==> src/hdl/mra_pkg.sv <==
// shared types, constants and codes for the memory reservation arbiter
`timescale 1ns / 1ps

package mra_pkg;

    localparam int TABLE_DEPTH = 16;

    localparam int SIZE_W     = 48;
    localparam int TAG_W      = 8;
    localparam int ORDER_W    = 32;
    localparam int TICK_W     = 32;
    localparam int CFG_IDX_W  = 8;
    localparam int CFG_DATA_W = 32;

    localparam logic [CFG_IDX_W-1:0] REG_TIMEOUT  = CFG_IDX_W'(0);
    localparam logic [CFG_IDX_W-1:0] REG_SPILL_EN = CFG_IDX_W'(1);

    localparam logic [TICK_W-1:0] TIMEOUT_RESET  = TICK_W'(1000);
    localparam logic              SPILL_EN_RESET = 1'b1;

    typedef enum logic [2:0] {
        ST_IDLE,
        ST_DECIDE,
        ST_SCAN,
        ST_EVAL,
        ST_RESULT
    } state_t;

    // what a table scan is looking for
    typedef enum logic [1:0] {
        OP_FREE,
        OP_FIT,
        OP_ANY,
        OP_FORCE
    } op_t;

    typedef struct packed {
        logic [SIZE_W-1:0]        size;
        logic signed [SIZE_W-1:0] delta;
        logic [ORDER_W-1:0]       order;
        logic [TAG_W-1:0]         tag;
    } entry_t;

    typedef struct packed {
        logic [SIZE_W-1:0]        size;
        logic signed [SIZE_W-1:0] delta;
        logic [ORDER_W-1:0]       age;
    } key_t;

    typedef struct packed {
        logic              grant_valid;
        logic [TAG_W-1:0]  grant_tag;
        logic [SIZE_W-1:0] grant_bytes;
        logic              grant_forced;
        logic              spill_valid;
        logic              spill_blocking;
        logic [SIZE_W-1:0] spill_bytes;
        logic              rejected;
    } res_t;

endpackage

==> src/hdl/mra_rank.sv <==
// shared ranking comparator: does the candidate entry rank before the current best
`timescale 1ns / 1ps

module mra_rank
    import mra_pkg::*;
(
    input  key_t cand,
    input  key_t best,
    input  logic size_first,
    output logic ahead
);

    logic size_lt;
    logic size_eq;
    logic delta_lt;
    logic delta_eq;
    logic older;

    assign size_lt  = cand.size < best.size;
    assign size_eq  = cand.size == best.size;
    assign delta_lt = cand.delta < best.delta;
    assign delta_eq = cand.delta == best.delta;
    assign older    = cand.age > best.age;

    always_comb
    begin
        if (size_first)
        begin
            if (!size_eq)
                ahead = size_lt;
            else if (!delta_eq)
                ahead = delta_lt;
            else
                ahead = older;
        end
        else
        begin
            if (!delta_eq)
                ahead = delta_lt;
            else if (!size_eq)
                ahead = size_lt;
            else
                ahead = older;
        end
    end

endmodule

==> src/hdl/mra_table.sv <==
// pending request table: entry memory with registered read and per-entry valid bits
`timescale 1ns / 1ps

module mra_table
    import mra_pkg::*;
#(
    parameter int DEPTH = TABLE_DEPTH,
    localparam int IDX_W = $clog2(DEPTH)
)
(
    input  logic             clk,
    input  logic             rst_n,
    input  logic [IDX_W-1:0] rd_addr,
    output entry_t           rd_entry,
    output logic             rd_valid,
    input  logic             wr_en,
    input  logic [IDX_W-1:0] wr_addr,
    input  entry_t           wr_entry,
    input  logic             clr_en,
    input  logic [IDX_W-1:0] clr_addr
);

    entry_t entry_mem [DEPTH];

    entry_t             rd_entry_reg;
    logic               rd_valid_reg;
    logic [DEPTH-1:0]   valid_reg;
    logic [DEPTH-1:0]   valid_next;

    always_comb
    begin
        valid_next = valid_reg;
        if (wr_en)
            valid_next[wr_addr] = 1'b1;
        if (clr_en)
            valid_next[clr_addr] = 1'b0;
    end

    always_ff @(posedge clk or negedge rst_n)
    begin
        if (!rst_n)
        begin
            valid_reg    <= '0;
            rd_valid_reg <= 1'b0;
        end
        else
        begin
            valid_reg    <= valid_next;
            rd_valid_reg <= valid_reg[rd_addr];
        end
    end

    always_ff @(posedge clk)
    begin
        if (wr_en)
            entry_mem[wr_addr] <= wr_entry;
        rd_entry_reg <= entry_mem[rd_addr];
    end

    assign rd_entry = rd_entry_reg;
    assign rd_valid = rd_valid_reg;

endmodule

==> src/hdl/memory_reservation_arbiter_core.sv <==
// top level of the memory reservation arbiter: sequencer, scan datapath and ports
//
// channel   direction  handshake              payload
// in        input      in_valid / in_ready    mode, req_size, net_delta, req_tag, available
// out       output     out_valid / out_ready  grant_*, spill_*, rejected, pending_count
// cfg       input      cfg_valid / cfg_ready  cfg_index, cfg_data
//
// a request that fits, a rejected request and a tick on an empty table skip the table scan
// a request that waits or a tick with waiters scans the table once
// a tick where nothing fits and no spill was tried yet scans twice
// the scan length is set by the single table read port and the one shared ranking compare
// in_ready is high only while idle; a finished result waits in the output register
// reset clears the valid bits, counters and the output valid flag; cfg_ready is always high
`timescale 1ns / 1ps

module memory_reservation_arbiter_core
    import mra_pkg::*;
#(
    parameter int DEPTH = TABLE_DEPTH,
    localparam int IDX_W = $clog2(DEPTH),
    localparam int CNT_W = $clog2(DEPTH + 1)
)
(
    input  logic                    clk,
    input  logic                    rst_n,

    input  logic                    in_valid,
    output logic                    in_ready,
    input  logic                    mode,
    input  logic [SIZE_W-1:0]       req_size,
    input  logic signed [SIZE_W-1:0] net_delta,
    input  logic [TAG_W-1:0]        req_tag,
    input  logic [SIZE_W-1:0]       available,

    output logic                    out_valid,
    input  logic                    out_ready,
    output logic                    grant_valid,
    output logic [TAG_W-1:0]        grant_tag,
    output logic [SIZE_W-1:0]       grant_bytes,
    output logic                    grant_forced,
    output logic                    spill_valid,
    output logic                    spill_blocking,
    output logic [SIZE_W-1:0]       spill_bytes,
    output logic                    rejected,
    output logic [CNT_W-1:0]        pending_count,

    input  logic                    cfg_valid,
    output logic                    cfg_ready,
    input  logic [CFG_IDX_W-1:0]    cfg_index,
    input  logic [CFG_DATA_W-1:0]   cfg_data
);

    // control state
    state_t                 state_reg, state_next;
    op_t                    op_reg, op_next;
    logic [TICK_W-1:0]      timeout_reg, timeout_next;
    logic                   spill_en_reg, spill_en_next;
    logic [ORDER_W-1:0]     arrival_reg, arrival_next;
    logic [TICK_W-1:0]      ticks_reg, ticks_next;
    logic                   spill_tried_reg, spill_tried_next;
    logic [CNT_W-1:0]       count_reg, count_next;
    logic [IDX_W:0]         issue_reg, issue_next;
    logic                   dvld_reg, dvld_next;
    logic                   found_reg, found_next;
    logic                   out_valid_reg, out_valid_next;

    // payload
    logic                   mode_reg, mode_next;
    logic [SIZE_W-1:0]      size_reg, size_next;
    logic signed [SIZE_W-1:0] delta_reg, delta_next;
    logic [TAG_W-1:0]       tag_reg, tag_next;
    logic [SIZE_W-1:0]      avail_reg, avail_next;
    logic [IDX_W-1:0]       didx_reg, didx_next;
    logic [IDX_W-1:0]       best_idx_reg, best_idx_next;
    key_t                   best_key_reg, best_key_next;
    logic [TAG_W-1:0]       best_tag_reg, best_tag_next;
    res_t                   res_reg, res_next;
    res_t                   out_res_reg, out_res_next;
    logic [CNT_W-1:0]       out_count_reg, out_count_next;

    // table and compare unit
    logic [IDX_W-1:0]       rd_addr;
    entry_t                 rd_entry;
    logic                   rd_valid;
    logic                   wr_en;
    entry_t                 wr_entry;
    logic                   clr_en;
    key_t                   cand_key;
    logic                   cand_before;
    logic                   cand_fit;
    logic                   scan_done;
    logic                   in_fire;
    logic                   out_free;

    mra_table #(
        .DEPTH (DEPTH)
    ) u_table (
        .clk      (clk),
        .rst_n    (rst_n),
        .rd_addr  (rd_addr),
        .rd_entry (rd_entry),
        .rd_valid (rd_valid),
        .wr_en    (wr_en),
        .wr_addr  (best_idx_reg),
        .wr_entry (wr_entry),
        .clr_en   (clr_en),
        .clr_addr (best_idx_reg)
    );

    assign cand_key.size  = rd_entry.size;
    assign cand_key.delta = rd_entry.delta;
    assign cand_key.age   = arrival_reg - rd_entry.order;

    mra_rank u_rank (
        .cand       (cand_key),
        .best       (best_key_reg),
        .size_first (op_reg == OP_FORCE),
        .ahead      (cand_before)
    );

    assign cand_fit  = rd_entry.size <= avail_reg;
    assign scan_done = (issue_reg == (IDX_W + 1)'(DEPTH)) && !dvld_reg;
    assign in_ready  = (state_reg == ST_IDLE);
    assign in_fire   = in_valid && in_ready;
    assign out_free  = !out_valid_reg || out_ready;
    assign cfg_ready = 1'b1;
    assign rd_addr   = issue_reg[IDX_W-1:0];

    assign wr_entry.size  = size_reg;
    assign wr_entry.delta = delta_reg;
    assign wr_entry.order = arrival_reg;
    assign wr_entry.tag   = tag_reg;

    // next state
    always_comb
    begin
        state_next = state_reg;
        case (state_reg)
            ST_IDLE:
            begin
                if (in_fire)
                    state_next = ST_DECIDE;
            end
            ST_DECIDE:
            begin
                if (mode_reg)
                    state_next = (count_reg == '0) ? ST_RESULT : ST_SCAN;
                else if (size_reg <= avail_reg || count_reg == CNT_W'(DEPTH))
                    state_next = ST_RESULT;
                else
                    state_next = ST_SCAN;
            end
            ST_SCAN:
            begin
                if (scan_done)
                    state_next = ST_EVAL;
            end
            ST_EVAL:
            begin
                if (op_reg == OP_FIT && !found_reg && !spill_tried_reg)
                    state_next = ST_SCAN;
                else
                    state_next = ST_RESULT;
            end
            ST_RESULT:
            begin
                if (out_free)
                    state_next = ST_IDLE;
            end
            default:
                state_next = ST_IDLE;
        endcase
    end

    // datapath and outputs
    always_comb
    begin
        op_next          = op_reg;
        timeout_next     = timeout_reg;
        spill_en_next    = spill_en_reg;
        arrival_next     = arrival_reg;
        ticks_next       = ticks_reg;
        spill_tried_next = spill_tried_reg;
        count_next       = count_reg;
        issue_next       = issue_reg;
        dvld_next        = 1'b0;
        found_next       = found_reg;
        out_valid_next   = out_valid_reg;
        mode_next        = mode_reg;
        size_next        = size_reg;
        delta_next       = delta_reg;
        tag_next         = tag_reg;
        avail_next       = avail_reg;
        didx_next        = didx_reg;
        best_idx_next    = best_idx_reg;
        best_key_next    = best_key_reg;
        best_tag_next    = best_tag_reg;
        res_next         = res_reg;
        out_res_next     = out_res_reg;
        out_count_next   = out_count_reg;
        wr_en            = 1'b0;
        clr_en           = 1'b0;

        if (cfg_valid)
        begin
            if (cfg_index == REG_TIMEOUT)
                timeout_next = cfg_data;
            else if (cfg_index == REG_SPILL_EN)
                spill_en_next = cfg_data[0];
        end

        if (out_valid_reg && out_ready)
            out_valid_next = 1'b0;

        case (state_reg)
            ST_IDLE:
            begin
                if (in_fire)
                begin
                    mode_next  = mode;
                    size_next  = req_size;
                    delta_next = net_delta;
                    tag_next   = req_tag;
                    avail_next = available;
                    // a tick with waiters advances the timer, saturating
                    if (mode && count_reg != '0 && ticks_reg != '1)
                        ticks_next = ticks_reg + TICK_W'(1);
                end
            end
            ST_DECIDE:
            begin
                res_next   = '0;
                issue_next = '0;
                found_next = 1'b0;
                if (mode_reg)
                begin
                    if (count_reg == '0)
                    begin
                        ticks_next       = '0;
                        spill_tried_next = 1'b0;
                    end
                    else if (ticks_reg > timeout_reg)
                        op_next = OP_FORCE;
                    else
                        op_next = OP_FIT;
                end
                else if (size_reg <= avail_reg)
                begin
                    res_next.grant_valid = 1'b1;
                    res_next.grant_tag   = tag_reg;
                    res_next.grant_bytes = size_reg;
                end
                else if (count_reg == CNT_W'(DEPTH))
                    res_next.rejected = 1'b1;
                else
                    op_next = OP_FREE;
            end
            ST_SCAN:
            begin
                if (issue_reg != (IDX_W + 1)'(DEPTH))
                begin
                    issue_next = issue_reg + (IDX_W + 1)'(1);
                    dvld_next  = 1'b1;
                    didx_next  = issue_reg[IDX_W-1:0];
                end
                if (dvld_reg)
                begin
                    if (op_reg == OP_FREE)
                    begin
                        // first free slot wins
                        if (!found_reg && !rd_valid)
                        begin
                            found_next    = 1'b1;
                            best_idx_next = didx_reg;
                        end
                    end
                    else if (rd_valid && (op_reg != OP_FIT || cand_fit)
                             && (!found_reg || cand_before))
                    begin
                        found_next    = 1'b1;
                        best_idx_next = didx_reg;
                        best_key_next = cand_key;
                        best_tag_next = rd_entry.tag;
                    end
                end
            end
            ST_EVAL:
            begin
                case (op_reg)
                    OP_FREE:
                    begin
                        wr_en = 1'b1;
                        if (count_reg == '0)
                        begin
                            ticks_next       = '0;
                            spill_tried_next = 1'b0;
                        end
                        arrival_next = arrival_reg + ORDER_W'(1);
                        count_next   = count_reg + CNT_W'(1);
                    end
                    OP_FORCE:
                    begin
                        if (found_reg)
                        begin
                            clr_en                = 1'b1;
                            count_next            = count_reg - CNT_W'(1);
                            res_next.grant_valid  = 1'b1;
                            res_next.grant_forced = 1'b1;
                            res_next.grant_tag    = best_tag_reg;
                            res_next.grant_bytes  = (best_key_reg.size <= avail_reg)
                                                    ? best_key_reg.size : '0;
                            if (spill_en_reg)
                            begin
                                res_next.spill_valid    = 1'b1;
                                res_next.spill_blocking = 1'b1;
                                res_next.spill_bytes    = best_key_reg.size;
                            end
                        end
                        ticks_next       = '0;
                        spill_tried_next = 1'b0;
                    end
                    OP_FIT:
                    begin
                        if (found_reg)
                        begin
                            clr_en               = 1'b1;
                            count_next           = count_reg - CNT_W'(1);
                            res_next.grant_valid = 1'b1;
                            res_next.grant_tag   = best_tag_reg;
                            res_next.grant_bytes = best_key_reg.size;
                            ticks_next           = '0;
                            spill_tried_next     = 1'b0;
                        end
                        else if (!spill_tried_reg)
                        begin
                            // nothing fits: second pass for the spill sizing
                            op_next    = OP_ANY;
                            issue_next = '0;
                            found_next = 1'b0;
                        end
                    end
                    OP_ANY:
                    begin
                        if (found_reg && spill_en_reg)
                        begin
                            res_next.spill_valid = 1'b1;
                            res_next.spill_bytes = best_key_reg.size;
                        end
                        spill_tried_next = 1'b1;
                    end
                    default:
                    begin
                        op_next = OP_FIT;
                    end
                endcase
            end
            ST_RESULT:
            begin
                if (out_free)
                begin
                    out_valid_next = 1'b1;
                    out_res_next   = res_reg;
                    out_count_next = count_reg;
                end
            end
            default:
            begin
                op_next = op_reg;
            end
        endcase
    end

    always_ff @(posedge clk or negedge rst_n)
    begin
        if (!rst_n)
        begin
            state_reg       <= ST_IDLE;
            op_reg          <= OP_FIT;
            timeout_reg     <= TIMEOUT_RESET;
            spill_en_reg    <= SPILL_EN_RESET;
            arrival_reg     <= '0;
            ticks_reg       <= '0;
            spill_tried_reg <= 1'b0;
            count_reg       <= '0;
            issue_reg       <= '0;
            dvld_reg        <= 1'b0;
            found_reg       <= 1'b0;
            out_valid_reg   <= 1'b0;
        end
        else
        begin
            state_reg       <= state_next;
            op_reg          <= op_next;
            timeout_reg     <= timeout_next;
            spill_en_reg    <= spill_en_next;
            arrival_reg     <= arrival_next;
            ticks_reg       <= ticks_next;
            spill_tried_reg <= spill_tried_next;
            count_reg       <= count_next;
            issue_reg       <= issue_next;
            dvld_reg        <= dvld_next;
            found_reg       <= found_next;
            out_valid_reg   <= out_valid_next;
        end
    end

    always_ff @(posedge clk)
    begin
        mode_reg      <= mode_next;
        size_reg      <= size_next;
        delta_reg     <= delta_next;
        tag_reg       <= tag_next;
        avail_reg     <= avail_next;
        didx_reg      <= didx_next;
        best_idx_reg  <= best_idx_next;
        best_key_reg  <= best_key_next;
        best_tag_reg  <= best_tag_next;
        res_reg       <= res_next;
        out_res_reg   <= out_res_next;
        out_count_reg <= out_count_next;
    end

    assign out_valid      = out_valid_reg;
    assign grant_valid    = out_res_reg.grant_valid;
    assign grant_tag      = out_res_reg.grant_tag;
    assign grant_bytes    = out_res_reg.grant_bytes;
    assign grant_forced   = out_res_reg.grant_forced;
    assign spill_valid    = out_res_reg.spill_valid;
    assign spill_blocking = out_res_reg.spill_blocking;
    assign spill_bytes    = out_res_reg.spill_bytes;
    assign rejected       = out_res_reg.rejected;
    assign pending_count  = out_count_reg;

endmodule
==> config.mk <==
export PLATFORM = sky130hd
export DESIGN_NAME = memory_reservation_arbiter_core
export DESIGN_NICKNAME = d
export VERILOG_FILES = /design/src/hdl/mra_pkg.sv /design/src/hdl/mra_rank.sv /design/src/hdl/mra_table.sv /design/src/hdl/memory_reservation_arbiter_core.sv
export SDC_FILE = /design/constraint.sdc
export NUM_CORES = 2
export LEC_CHECK = 0
export BUFFER_PORTS_ARGS = -buffer_cell sky130_fd_sc_hd__buf_2
export CORE_UTILIZATION = 56
export DETAILED_ROUTE_END_ITERATION = 6
export GPL_TIMING_DRIVEN = 0
export HOLD_SLACK_MARGIN = 0.06
export PLACE_DENSITY = 0.76
export SLEW_MARGIN = 0
export SYNTH_ARGS = -nofsm -noshare
export SYNTH_HDL_FRONTEND = slang
export SYNTH_SLANG_ARGS = --single-unit
==> constraint.sdc <==
create_clock -name clk -period 12.11 [get_ports clk]
set_input_delay 2.422 -clock clk [delete_from_list [all_inputs] [get_ports clk]]
set_output_delay 2.422 -clock clk [all_outputs]
set_load 0.05 [all_outputs]
# [After elaboration in Yosys (flattened, before gate mapping)]
# Memory sizes are Yosys's and may differ from the RTL's. A register that Yosys moved wholly into a read port is not among the register bits.
# Cells that the tools add are included.
# Widths: inputs -> output; s select.
[op_classes] add_sub_neg=6 order_cmp=10 n_eq_ne=42 mux=83 n_bitwise=5 reduce_logical=52
[ops] operator="$pmux 108 s2" count=1
[ops] operator="$pmux 32 s3" count=2
[ops] operator="$mux 57" count=3
[ops] operator="$mux 32" count=5
[ops] operator="$le 48x48->1" count=3
[ops] operator="$pmux 57 s2" count=1
[ops] operator="$mux 108" count=1
[ops] operator="$eq 48x48->1" count=2
[ops] operator="$lt 48x48->1" count=2
[ops] operator="$mux 48" count=2
[ops] operator="$pmux 48 s2" count=1
[ops] operator="$add 32x1->32 const B" count=2
[ops] operator="$gt 32x32->1" count=2
[ops] operator="$mux 50" count=1
[ops] operator="$mux 16" count=2
[ops] operator="$ne 32x32->1 const B" count=1
[ops] operator="$sub 32x32->32" count=1
[ops] operator="$mux 1" count=31
[ops] operator="$ne 3x3->1 const B" count=9
[ops] operator="$mux 5" count=5
[ops] operator="$mux 3" count=7
[ops] operator="$ne 2x2->1 const B" count=10
[ops] operator="$and 16x16->16" count=1
[ops] operator="$mux 2" count=8
[ops] operator="other kinds (46)" count=95
[totals] ff_bits=653 ram_bits=2176 output_inout_bits=117 n_memories=1
[memory_table] memory="u_table.entry_mem" words=16 width=136 rd=1 rd_ports_with_merged_regs=1 write_ports=1 line_no="mra_table.sv:23" source="entry_t entry_mem [DEPTH];"

# [Logic depth before layout (Yosys ltp)]
[logic_depth] ltp_word=11 depth_mapped=21

# [Cells and area by module]
# From an unflattened synthesis, not the netlist that was laid out.
[hier_totals] cells_unflattened=5916 area_unflattened_um2=116676.9
[by_module_without_submodules] mod="mra_table" instances=1 cells_per_inst=3436 area_each_um2=85465.7
[by_module_without_submodules] mod="memory_reservation_arbiter_core" instances=1 cells_per_inst=2017 area_each_um2=27875.5
[by_module_without_submodules] mod="mra_rank" instances=1 cells_per_inst=463 area_each_um2=3335.7

# [Worst setup path after synthesis]
# No wires, ideal clock.
[synth_path] path_type="register to register" startpoint="register state_reg[0]" endpoint="register u_table.valid_reg[0]" arrival_ps=11633 required_ps=12011 setup_slack_ps=378 path_stages_with_launch=8 n_path_buf=1 path_cell_list="dfrtp_1 nor2b_1 buf_4 nand2_4 nor3_2 nand2_1 nor3_1 o32a_1"
[synth_between] elab_chain_cells=5 word_cells_on_any_way=6
[synth_rtl] element="start, declared" line_no="memory_reservation_arbiter_core.sv:54" source="state_t state_reg, state_next;"
[synth_rtl] element="start signal, assigned" line_no="memory_reservation_arbiter_core.sv:392" source="state_reg <= state_next;"
[synth_rtl] element="$eq 3x2->1 *" line_no="memory_reservation_arbiter_core.sv:215" source="case (state_reg)"
[synth_rtl] element="$mux 1" line_no="memory_reservation_arbiter_core.sv:215"
[synth_rtl] element="$mux 16" line_no="mra_table.sv:33" source="if (wr_en)"
[synth_rtl] element="$and 16x16->16 (no source line)"
[synth_rtl] element="$mux 16 *" line_no="mra_table.sv:35" source="if (clr_en)"
[synth_rtl] element="named net u_table.valid_next[0]" line_no="mra_table.sv:28" source="logic [DEPTH-1:0] valid_next;"
[synth_rtl] element="end signal, assigned" line_no="mra_table.sv:48" source="valid_reg <= valid_next;"
[synth_rtl] element="end, declared" line_no="mra_table.sv:27" source="logic [DEPTH-1:0] valid_reg;"
# Mark *: on every way through the listed nets, which the timed path passes. The rest lies on a longest branch.
# A chain may end at the register's enable or synchronous reset.

==> impl_metrics.csv <==
group,metric,value,unit
placement,dpl_cell_area,124000,um2
cts,cts-root-buf,"clkbuf_16",
finish,final_cell_count_no_fill,9432,
power_and_ir_drop,max-vdd-ir-drop,0.177,mV
sta,relSlewSlack,0.0600,
hold_path,min_path_type,"reg2reg",
placement,portBuffers,313,
synthesis,ys_warn_count,0,
worst_setup_path,critPathMaxFanout,20,
drt,drc_errors,0,
cts,htreeDepth,5,
grt,grt_pass1_wl,433000,um
sta,final_hold_viol_count,0,
synthesis,synth_cells,5720,
synthesis,syn_area_per_cell,20.3,um2
power_and_ir_drop,power_per_cell_area,211,nW/um2
synthesis,async_flop_share,0.0449,
finish,stdcell_area,134000,um2
sta,fin_hold_ws,0.401,ns
drt,totalWireLength,302000,um
worst_setup_path,r2r_cells,22,
cts,clk_latency,0.94,ns
finish,final_common_cell,"edfxtp_1",
synthesis,synth_area,116000,um2
floorplanning,dieArea,209000,um2
hold_path,holdPathEnd,"spill_bytes[26]$_DFFE_PP_",
cts,post_cts_buffers,0,
finish,nFillCells,12808,
cts,clock_path_buffers,4,
power_and_ir_drop,power.leakage,45.5,nW
drt,first_iter_violations,9061,
drt,routedWlPerCell,32.0,um
floorplanning,rows,166,
finish,final_cell_mix,"2696 x edfxtp_1, 685 x mux4_2, 342 x ha_1, 331 x buf_2, 300 x clkbuf_16",
finish,largest_reg_flops,2176,
worst_setup_path,cp_data_arrival_time,7.74,ns
hold_path,hold_path_depth,0,
worst_setup_path,timing.rr.end,"best_idx_reg[3]$_DFFE_PP_",
worst_setup_path,crit_path_start_kind,"register",
worst_setup_path,worstPathRequired,12.79,ns
grt,grt_pass1_vias,63007,
synthesis,yosysSeqAreaShare,0.751,
drt,vias,62071,
grt,grt_overflow,0,
finish,finalNetCount,7062,
drt,firstDrtPassIters,7,
finish,drive_gt1_frac,0.251,
drt,ant_nets,0,
placement,dp_hpwl,193000,um
grt,grtUsageMet2,0.462,
floorplanning,io_pins,315,
outcome,outcome,"completed",
floorplanning,chipWidth,457,um
placement,dp.cells,8911,
floorplanning,start_util,0.565,
grt,grtUsageMet1,0.382,
placement,pre_cts_ws,5.09,ns
floorplanning,die_h,457,um
cts,cts_tree,"yes",
synthesis,ys_ff_latch,2965,
sta,final.setup.tns,0,ns
floorplanning,fp.coreArea,205000,um2
flow_run,cap_violations,0,
grt,grt.met3_usage,0.0624,
grt,top_usage_layer,"met2",
finish,area_growth,15.4,%
synthesis,synth_cell_types,88,
sta,worst_slack,5.05,ns
sta,rsz0062_at_grt,"false",
cts,clkTransAtPathRegs,0.06,ns
sta,worstMarginPinSlew,1.41,ns
cts,cts_buffers,295,
worst_setup_path,crit_type,"reg2reg",
hold_path,hold_path_startpoint,"res_reg[27]$_SDFFCE_PN0P_",
synthesis,synthesis.nets,6262,
worst_setup_path,setup.worst_path.end_class,"register",
placement,gp_congestion,0.891,
cts,cts_hold_buf,0,
sta,fmax,142,MHz
sta,setup_viol,0,
grt,track_usage,0.289,
sta,fin_worst_skew,0.0608,ns
worst_setup_path,r2r_start,"arrival_reg[0]$_DFFE_PN0P_",
sta,period_minus_slack,7.06,ns
worst_setup_path,reg2reg_slack,5.05,ns
cts,clock-sinks,2965,
synthesis,synth_edf_count,2696,
drt,via_per_inst,6.58,
cts,cts_resized,0,
grt,antenna_found_initial,12,
sta,drv_slew,0,
grt,grt_max_degree,76,
synthesis,synthFlopType,"edfxtp_1",
sta,post-route-period-util,0.583,
area by class of cell:
type                            count  area [um2]  share of cell area
Sequential cell                  2965       87000               0.650
Multi-Input combinational cell   2277       27200               0.203
Clock buffer                      380        7960              0.0595
Timing Repair Buffer              503        4880              0.0365
Tap cell                         2688        3360              0.0251
Clock inverter                    134        1530              0.0114
Inverter                          273        1030             0.00767
Buffer                            205         842             0.00629
Antenna cell                        7        17.5            0.000131
Yosys cell counts, drive strengths merged (4+ instances only):
| library cell | number | share of area |
|---|---|---|
| o32a | 4 | 0.00035 |
| nor3 | 24 | 0.0012 |
| nand3 | 80 | 0.0035 |
| a22o | 48 | 0.0036 |
| a21boi | 4 | 0.00026 |
| nand2b | 20 | 0.0011 |
| a211oi | 20 | 0.0013 |
| and2 | 9 | 0.00051 |
| o21bai | 6 | 0.00039 |
| nor2 | 168 | 0.0055 |
| a211o | 8 | 0.00060 |
| a21o | 45 | 0.0029 |
| a221o | 5 | 0.00043 |
| clkbuf | 128 | 0.0042 |
| nor3b | 4 | 0.00026 |
| o21ai | 151 | 0.0065 |
| edfxtp | 2696 | 0.70 |
| and3 | 24 | 0.0013 |
| nor4 | 19 | 0.0012 |
| a221oi | 8 | 0.00060 |
| o22a | 4 | 0.00030 |
| a31oi | 16 | 0.00086 |
| mux2 | 6 | 0.00058 |
| or2 | 6 | 0.00032 |
| o21a | 7 | 0.00045 |
| o31a | 4 | 0.00030 |
| or3 | 9 | 0.00049 |
| ha | 342 | 0.037 |
| nor2b | 23 | 0.0012 |
| xor2 | 14 | 0.0011 |
| mux4 | 685 | 0.13 |
| xnor2 | 49 | 0.0037 |
| buf | 77 | 0.0031 |
| nand4 | 67 | 0.0037 |
| dfrtp | 125 | 0.027 |
| a21oi | 144 | 0.0063 |
| and4 | 19 | 0.0014 |
| o31ai | 24 | 0.0016 |
| nand3b | 4 | 0.00026 |
| inv | 272 | 0.0088 |
| dfxtp | 136 | 0.023 |
| o211ai | 15 | 0.0011 |
| dfstp | 8 | 0.0018 |
| nand2 | 152 | 0.0050 |
metal layers:
layer	vias to the layer above	routed length, um
met5	-	43
met4	6	15600
met3	749	32300
met2	4277	145000
met1	32089	109000
li1	24950	-
critical path, stage by stage (launching register included):
cell	delay [ns]
dfrtp_1	0.73
inv_1	0.17
ha_1	0.26
inv_1	0.07
fa_1	0.20
a21oi_1	0.13
nor2_1	0.19
o211ai_1	0.17
a211oi_1	0.47
o2111ai_1	0.28
a211o_1	0.36
and2_1	0.19
a311oi_1	0.47
ha_1	0.34
a21o_1	0.16
nand2_1	0.06
nand3b_1	0.09
a31o_2	0.25
nor4_1	1.02
o32a_1	0.37
a21oi_4	0.21
buf_16	0.28
or2_2	0.36
stage by stage:
step,total power [mW],utilization
2_1_floorplan,16.9,-
6_report,28.2,0.652
3_3_place_gp,18.9,0.589
5_1_grt,29.0,0.652
3_5_place_dp,19.1,0.606
4_1_cts,28.2,0.652
power by group:
part           switching (mW)  internal (mW)
sequential              0.764           12.3
clock                    3.78           5.36
combinational            3.51           2.51
how the worst max path moves through the flow:
| stage | start | endpoint | slack [ns] | cells past startpoint |
|---|---|---|---|---|
| floorplan | state_reg[0]$_DFFE_PN0P_ | u_table.valid_reg[0]$_DFF_PN0_ | 0.38 | 7 |
| global placement | op_reg[0]$_DFFE_PN1P_ | u_table.valid_reg[0]$_DFF_PN0_ | -14.43 | 5 |
| detailed placement | arrival_reg[0]$_DFFE_PN0P_ | best_idx_reg[0]$_DFFE_PP_ | 5.09 | 22 |
| CTS | arrival_reg[0]$_DFFE_PN0P_ | best_idx_reg[3]$_DFFE_PP_ | 5.03 | 22 |
| global route | arrival_reg[0]$_DFFE_PN0P_ | best_idx_reg[2]$_DFFE_PP_ | 4.80 | 22 |
| finish | arrival_reg[0]$_DFFE_PN0P_ | best_idx_reg[3]$_DFFE_PP_ | 5.05 | 22 |
logic make-up (layout without fill, tap and decap cells):
kind of cell | Yosys count | count (layout) | share of synthesized area
other cells | 1 | 8 | 0.0000323
simple gates | 636 | 636 | 0.0275
xor+xnor | 63 | 63 | 0.00476
mux | 692 | 692 | 0.134
buf+inv | 478 | 1495 | 0.0161
fa+ha+maj | 344 | 344 | 0.0373
flops | 2965 | 2965 | 0.751
compound gates | 541 | 541 | 0.0301
Note: power is estimated with default switching activity, not from simulation.
